==> src/hw/rtl/mts_pkg.sv <==
// ----------------------------------------------------------------------------
// mts_pkg
// Shared types and constants for the max tracking stack.
// ----------------------------------------------------------------------------
package mts_pkg;

  localparam int VAL_W     = 31;
  localparam int CNT_OUT_W = 7;

  typedef enum logic [1:0] {
    FUNC_PUSH  = 2'd0,
    FUNC_POP   = 2'd1,
    FUNC_COUNT = 2'd2,
    FUNC_TOP   = 2'd3
  } func_e;

  typedef enum logic [1:0] {
    ST_OK    = 2'd0,
    ST_EMPTY = 2'd1,
    ST_FULL  = 2'd2
  } status_e;

  typedef struct packed {
    func_e              func;
    logic [VAL_W-1:0]   value;
  } req_t;

  typedef struct packed {
    status_e              status;
    logic [CNT_OUT_W-1:0] count;
    logic [VAL_W-1:0]     top_value;
    logic [VAL_W-1:0]     max_value;
    logic                 max_valid;
  } rsp_t;

  // one stack entry as held in memory: pushed value and running maximum
  typedef struct packed {
    logic [VAL_W-1:0] data;
    logic [VAL_W-1:0] max;
  } entry_t;

endpackage

==> src/hw/rtl/max_tracking_stack.sv <==
// ----------------------------------------------------------------------------
// max_tracking_stack
// LIFO stack that reports its largest entry after every request.
// ----------------------------------------------------------------------------
// Done is strobed in the cycle after the request is taken; for a pop that
//   removes an entry, done is strobed from the S_POP state instead.
// Push, read count and read top never raise busy; a pop that removes an entry
//   raises busy in S_POP while the new top entry is read back from the stack
//   memory.
// Reset clears the count and control; the stack memory is not cleared.
// The receiver cannot stall: done is high for exactly one cycle per request.
module max_tracking_stack #(
  parameter int STACK_DEPTH = 64
) (
  input  logic          clk,
  input  logic          rst,
  input  logic          start,
  output logic          busy,
  input  mts_pkg::req_t req,
  output logic          done,
  output mts_pkg::rsp_t rsp
);
  import mts_pkg::*;

  localparam int AW = $clog2(STACK_DEPTH);
  localparam int CW = $clog2(STACK_DEPTH + 1);

  typedef enum logic {S_IDLE, S_POP} state_t;

  state_t           state;
  logic [CW-1:0]    cnt;
  logic [VAL_W-1:0] top_data;  // cached copy of the top entry
  logic [VAL_W-1:0] top_max;
  logic [VAL_W-1:0] pop_data;

  logic             accept;
  logic             empty;
  logic             full;
  logic [VAL_W-1:0] push_max;
  logic [CW-1:0]    cnt_dec2;
  logic [CW+CNT_OUT_W-1:0] cnt_ext;
  logic             ram_we;
  entry_t           ram_wdata;
  entry_t           ram_rdata;

  assign busy     = (state == S_POP);
  assign accept   = start && !busy;
  assign empty    = (cnt == '0);
  assign full     = (cnt == CW'(STACK_DEPTH));
  assign push_max = (!empty && top_max > req.value) ? top_max : req.value;
  assign cnt_dec2 = cnt - CW'(2);

  assign ram_we         = accept && req.func == FUNC_PUSH && !full;
  assign ram_wdata.data = req.value;
  assign ram_wdata.max  = push_max;

  mts_ram #(
    .WIDTH ($bits(entry_t)),
    .DEPTH (STACK_DEPTH)
  ) u_ram (
    .clk   (clk),
    .we    (ram_we),
    .waddr (cnt[AW-1:0]),
    .wdata (ram_wdata),
    .raddr (cnt_dec2[AW-1:0]),
    .rdata (ram_rdata)
  );

  // count reported modulo 2^7
  logic [CW-1:0] cnt_rep;
  logic [CW+CNT_OUT_W-1:0] cnt_rep_ext;

  always_comb begin
    cnt_rep = cnt;
    if (state == S_IDLE && accept && req.func == FUNC_PUSH && !full) begin
      cnt_rep = cnt + CW'(1);
    end else if (state == S_IDLE && accept && req.func == FUNC_POP && !empty) begin
      cnt_rep = cnt - CW'(1);
    end
  end

  assign cnt_rep_ext = (CW + CNT_OUT_W)'(cnt_rep);
  assign cnt_ext     = (CW + CNT_OUT_W)'(cnt);

  always_ff @(posedge clk) begin
    if (rst) begin
      state <= S_IDLE;
      cnt   <= '0;
      done  <= 1'b0;
    end else begin
      done <= 1'b0;
      unique case (state)
        S_IDLE: begin
          if (accept) begin
            done          <= 1'b1;
            rsp.status    <= ST_OK;
            rsp.count     <= cnt_rep_ext[CNT_OUT_W-1:0];
            rsp.top_value <= empty ? '0 : top_data;
            rsp.max_value <= empty ? '0 : top_max;
            rsp.max_valid <= !empty;
            unique case (req.func)
              FUNC_PUSH: begin
                if (full) begin
                  rsp.status <= ST_FULL;
                end else begin
                  cnt           <= cnt + CW'(1);
                  top_data      <= req.value;
                  top_max       <= push_max;
                  rsp.top_value <= req.value;
                  rsp.max_value <= push_max;
                  rsp.max_valid <= 1'b1;
                end
              end
              FUNC_POP: begin
                if (empty) begin
                  rsp.status <= ST_EMPTY;
                end else begin
                  // new top comes back from memory next cycle
                  done     <= 1'b0;
                  cnt      <= cnt - CW'(1);
                  pop_data <= top_data;
                  state    <= S_POP;
                end
              end
              FUNC_COUNT: begin
              end
              FUNC_TOP: begin
                if (empty) begin
                  rsp.status <= ST_EMPTY;
                end
              end
              default: begin
              end
            endcase
          end
        end
        S_POP: begin
          done          <= 1'b1;
          state         <= S_IDLE;
          top_data      <= ram_rdata.data;
          top_max       <= ram_rdata.max;
          rsp.status    <= ST_OK;
          rsp.count     <= cnt_ext[CNT_OUT_W-1:0];
          rsp.top_value <= pop_data;
          rsp.max_value <= empty ? '0 : ram_rdata.max;
          rsp.max_valid <= !empty;
        end
        default: begin
          state <= S_IDLE;
        end
      endcase
    end
  end

endmodule

==> src/hw/rtl/mts_ram.sv <==
// ----------------------------------------------------------------------------
// mts_ram
// Generic single-write, single-read synchronous RAM with registered read.
// ----------------------------------------------------------------------------
module mts_ram #(
  parameter int WIDTH = 62,
  parameter int DEPTH = 64
) (
  input  logic                     clk,
  input  logic                     we,
  input  logic [$clog2(DEPTH)-1:0] waddr,
  input  logic [WIDTH-1:0]         wdata,
  input  logic [$clog2(DEPTH)-1:0] raddr,
  output logic [WIDTH-1:0]         rdata
);

  logic [WIDTH-1:0] mem [DEPTH];

  always_ff @(posedge clk) begin
    if (we) begin
      mem[waddr] <= wdata;
    end
    rdata <= mem[raddr];
  end

endmodule

==> config.mk <==
export PLATFORM = sky130hd
export DESIGN_NAME = max_tracking_stack
export DESIGN_NICKNAME = d
export VERILOG_FILES = /design/src/hw/rtl/mts_pkg.sv /design/src/hw/rtl/max_tracking_stack.sv /design/src/hw/rtl/mts_ram.sv
export SDC_FILE = /design/constraint.sdc
export NUM_CORES = 2
export LEC_CHECK = 0
export BUFFER_PORTS_ARGS = -buffer_cell sky130_fd_sc_hd__buf_2
export CAP_MARGIN = 25
export CORE_UTILIZATION = 50
export DETAILED_ROUTE_END_ITERATION = 6
export GPL_ROUTABILITY_DRIVEN = 0
export PLACE_DENSITY = 0.66
export SYNTH_ARGS = -nofsm -noshare
export SYNTH_HDL_FRONTEND = slang
export SYNTH_HIERARCHICAL = 1
export SYNTH_SLANG_ARGS = --single-unit
==> constraint.sdc <==
create_clock -name clk -period 10.75 [get_ports clk]
set_clock_uncertainty 0.1 [all_clocks]
set_input_delay 1.6125 -clock clk [delete_from_list [all_inputs] [get_ports clk]]
set_output_delay 1.6125 -clock clk [all_outputs]
set_load 0.1 [all_outputs]
# Yosys cells after proc, flatten, opt, wreduce, memory -nomap -nowiden
# Memory sizes are Yosys's and may differ from the RTL's. A register that Yosys moved wholly into a read port is not among the register bits.
# Index checks and enable logic that the tools add are counted.
[totals]
reg_bits = 174
ram_bits = 3968
out_inout_bits = 74
elab_cells = 81
n_memories = 1
[mem_list]
columns = ["name", "depth", "word_bits", "read_ports", "rd_ports_with_merged_regs", "write_ports", "line", "source"]
rows = [
  ["u_ram.mem", 64, 62, 1, 1, 1, "mts_ram.sv:17", "logic [WIDTH-1:0] mem [DEPTH];"],
]
[op_classes]
n_addsub = 3
order_cmp = 1
eq_ne = 8
muxes = 34
bitwise_logic = 3
reduce_logical = 20
[ops]
columns = ["operator", "count"]
rows = [
  ["2-to-1 mux 31 bit", 10],
  ["case mux 72 bit (2 select lines)", 1],
  ["2-to-1 mux 63 bit", 2],
  ["case mux 31 bit (2 select lines)", 2],
  ["2-to-1 mux 72 bit", 1],
  ["greater-than comparator 31 bit", 1],
  ["2-to-1 mux 7 bit", 4],
  ["case mux 7 bit (2 select lines)", 1],
  ["!= test 2 bit, second input constant", 5],
  ["AND reduction 5 bit", 2],
  ["logical AND 1 bit", 9],
  ["2-to-1 mux 1 bit", 9],
  ["adder 7 x 1 -> 7 bit, second input constant", 1],
  ["== test 7 bit, second input constant", 1],
  ["logical NOT 7 bit", 1],
  ["subtractor 7 x 1 -> 7 bit, second input constant", 1],
  ["subtractor 6 x 2 -> 6 bit, second input constant", 1],
  ["case mux 1 bit (2 select lines)", 2],
  ["case mux 2 bit (2 select lines)", 1],
  ["AND reduction 4 bit", 1],
  ["logical NOT 1 bit", 3],
  ["NOT 1 bit", 3],
  ["== test 2 x 1 -> 1 bit, second input constant", 1],
  ["== test 2 bit, second input constant", 1],
  ["5 further kinds", 5],
]

# Logic depth before layout (Yosys ltp)
[logic_depth]
depth_word = 9
mapped_depth = 13

# Hierarchy
# The synthesis kept the hierarchy.
[by_module_without_submodules]
columns = ["mod", "n_inst", "cells_per_inst", "area_per_inst_um2"]
rows = [
  ["mts_ram", 1, 6650, 151766.8],
  ["max_tracking_stack", 1, 902, 9344.0],
]

# Worst setup path before layout
# Ideal clock, no wire load.
[synth_path]
path_type = "input to register"
from = "input req[31] (netlist name)"
to = "memory u_ram.mem[49][0] (enable)"
t_arrival_ps = 7453
slack_ps = 2640
path_stages = 5
n_path_buf = 0
cell_sequence = "or4b_2 -> a31oi_1 -> nor2b_1 -> nand4_1 -> nor3_1"
[synth_via]
elab_chain_cells = 5
[synth_lines]
columns = ["element", "line", "source"]
rows = [
  ["start: declaration", "max_tracking_stack.sv:19", "input mts_pkg::req_t req,"],
  ["logical NOT 2 bit", "max_tracking_stack.sv:53", "assign ram_we = accept && req.func == FUNC_PUSH && !full;"],
  ["logical AND 1 bit (2 in series)", "max_tracking_stack.sv:53", ""],
  ["via ram_we", "max_tracking_stack.sv:42", "logic ram_we;"],
  ["2-to-1 mux 1 bit", "mts_ram.sv:20", "if (we) begin"],
  ["2-to-1 mux 1 bit (not written as such)", "mts_ram.sv:21", "mem[waddr] <= wdata;"],
  ["end: declaration", "mts_ram.sv:17", ""],
]
# The timed path passes the listed nets, and every way through them passes these cells.

# Worst setup path in the final report
[layout_path]
from = "register cnt[1]"
to = "memory u_ram.mem[17][15], data pin"
[layout_via]
elab_chain_cells = 4
[layout_lines]
columns = ["element", "line", "source"]
rows = [
  ["start: declaration", "max_tracking_stack.sv:31", "logic [CW-1:0] cnt;"],
  ["start signal: assignment", "max_tracking_stack.sv:106", "cnt <= cnt + CW'(1);"],
  ["start signal: assignment", "max_tracking_stack.sv:120", "cnt <= cnt - CW'(1);"],
  ["logical NOT 7 bit", "max_tracking_stack.sv:48", "assign empty = (cnt == '0);"],
  ["logical NOT 1 bit", "max_tracking_stack.sv:50", "assign push_max = (!empty && top_max > req.value) ? top_max : req.value;"],
  ["logical AND 1 bit", "max_tracking_stack.sv:50", ""],
  ["2-to-1 mux 31 bit", "max_tracking_stack.sv:50", ""],
  ["via push_max[15]", "max_tracking_stack.sv:39", "logic [VAL_W-1:0] push_max;"],
]
# The timed path passes the listed nets, and every way through them passes these cells.

==> flow_summary.toml <==
[clock_tree]
cts_resized = 0
clock_path_buffers = 4
clk_latency_ns = 0.96
cts.sinks = 4204
htree_levels = 5
cts.reportedPaths.clkPinSlew_ns = 0.06
cts_made_buffers = 411
holdBufCountCts = 0
cts_tree = "built"
cts-root-buf = "clkbuf_16"
cts_setup_buffers = 0

[logic_synthesis]
synth_seq_cells = 4204
syn_inst = 7552
synth_top_flop_cell = "edfxtp_1"
yosysWarningCount = 6
synth-edff-count = 4133
yosysTopAreaCellShare = 0.770
ys_types = 75
syn_avg_cell_area_um2 = 21.3
yosysSeqAreaShare = 0.779
netlist_area_um2 = 161000
synth_top_cell_by_area = "edfxtp_1"
syn-num-nets = 7625
async_reset_ff_frac = 0
synthTopCellsByArea = "edfxtp_1 (77%), mux4_2 (12%), mux2i_1 (1.5%), o22ai_1 (0.94%), dfxtp_1 (0.88%)"

[sta]
relSlewSlack = 0.135
setup_viol = 0
maxSlewViolCount = 0
finalHoldViolCount = 0
rsz0062_at_grt = "no"
finalSetupTns_ns = 0
min_period_over_period = 0.571
tightest_slew_ns = 1.28
fin_crit_ns = 6.14
fmax_ghz = 0.163
worst_hold_slack_ns = 0.328

[power_and_ir_drop]
p_leak_nw = 56.8
power.density_nw_per_um2 = 205
ir_drop_mv = 0.149

[floorplanning]
die_h_um = 570
initial_core_util = 0.502
fp.dieW_um = 570
die-area_um2 = 324000
core_um2 = 321000
rows = 208
ios = 110

[placement]
port_buffers = 109
dp_hpwl_um = 255000

[cells_and_area]
final_common_cell = "edfxtp_1"
nets = 8019
drive_gt1_frac = 0.258
layout_common_cells = "edfxtp_1 (4133), mux4_2 (855), clkbuf_16 (421)"
syn2layout_area_growth_pct = 12.6

[grt]
grt_pass1_wl_um = 637000
overflow = 0
track_usage = 0.281
antenna_found_initial = 26
grt_pass1_vias = 81862
grt_max_degree = 117

[drt]
vias_per_cell = 6.67
drtIter0Drc = 12760
wirelength_um = 459000
drt-pass1-iter-count = 6
dr_total_vias = 84122
ant_nets = 0
route.detailed.drc = 0
wl_per_cell_um = 36.4

[setup_path]
crit_type = "reg2reg"
ff2ff_path_depth = 11
critPathLaunchType = "flip-flop"
worst_ep_required_time_ns = 11.19
r2r_setup_slack_ns = 4.61
critPathMaxFanout = 64
reg2reg_from = "cnt[1]"
critical_path_arrival_ns = 6.58
cp-end-kind = "flip-flop"
r2r-end = "u_ram/mem[17][15]"

[hold_path]
min_from = "top_data[24]"
holdPathStages = 0
hold_path.class = "reg2reg"
hold_end = "pop_data[24]"

[run]
maxCapViolCount = 0

[run_status]
outcome = "complete, no violations"
[critical path, stage by stage (launching register included)]
cell and delay [ns]:
dfxtp_1 0.54, inv_8 0.51, buf_4 0.65, ha_1 0.32, or4b_4 0.49, or3_1 0.37, buf_4 0.30, nand2_2 0.17
a211o_2 0.63, buf_4 0.53, nand3_1 0.18, nand2_2 0.77
[report_power, final]
| group | switching [W] | internal, W |
|---|---|---|
| sequential | 0.000296 | 0.0185 |
| clock | 0.00603 | 0.00808 |
| combinational | 0.00292 | 0.00138 |
| total | 0.00924 | 0.0280 |
[cell type report]
class                           instances  area, µm²
Antenna cell                           15       37.5
Clock buffer                          553      11300
Clock inverter                        199       1750
Fill cell                           23198     139000
Inverter                               38        158
Multi-Input combinational cell       2851      33800
Sequential cell                      4204     126000
Tap cell                             4305       5390
Timing Repair Buffer                  440       3390
[synthesized netlist by cell type, types with 93 or more instances]
cell type and number:
a22oi_1 126, buf_2 145, clkbuf_1 193, edfxtp_1 4133, mux2_2 93, mux2i_1 234
mux4_2 855, nand2_1 147, nand3_1 101, nor2_1 146, o21ai_0 146, o22ai_1 241
[logic make-up after synthesis]
group,share of synthesized area
fa+ha+maj,0.00287
simple gates,0.0218
mux,0.141
xor+xnor,0.000489
flops,0.779
compound gates,0.0389
buf+inv,0.0158
[worst max-delay path by stage]
stage	startpoint	end	slack (ns)
3_5_place_dp	req[30]	u_ram/mem[15][10]	4.24
6_report	cnt[1]	u_ram/mem[17][15]	4.61
3_3_place_gp	req[30]	u_ram/mem[22][3]	4.36
4_1_cts	cnt[1]	u_ram/mem[63][4]	4.54
2_1_floorplan	req[31]	u_ram/mem[49][0]	2.64
5_1_grt	cnt[1]	u_ram/mem[18][15]	4.37
[registers in the layout, indices dropped and copies added (netlist names)]
| register | flops |
|---|---|
| pop_data | 31 |
| u_ram/rdata | 62 |
| done | 1 |
| busy | 1 |
| u_ram/mem | 3968 |
| top_data | 31 |
| top_max | 31 |
| cnt | 7 |
| rsp | 72 |
[layer usage]
metal	up-vias	track usage	routed length (µm)
li1	32766	-	-
met1	44641	0.392	171000
met2	5743	0.426	209000
met3	958	0.0869	61700
met4	14	0.0909	16800
met5	-	0	80
[metrics by stage]
| stage | total power [W] | util | worst slack [ns] | instance area (µm²) | cells |
|---|---|---|---|---|---|
| 6_report | 0.0372 | 0.565 | 4.61 | 181000 | 12605 |
| 3_3_place_gp | 0.0233 | 0.523 | 4.36 | 168000 | 11805 |
| 4_1_cts | 0.0372 | 0.564 | 4.54 | 181000 | 12565 |
| 5_1_grt | 0.0381 | 0.565 | 4.37 | 181000 | 12591 |
| 2_1_floorplan | 0.0215 | - | 2.64 | 161000 | 7552 |
| 3_5_place_dp | 0.0233 | 0.523 | 4.24 | 168000 | 11813 |
Power figures use the tool's default switching activity.
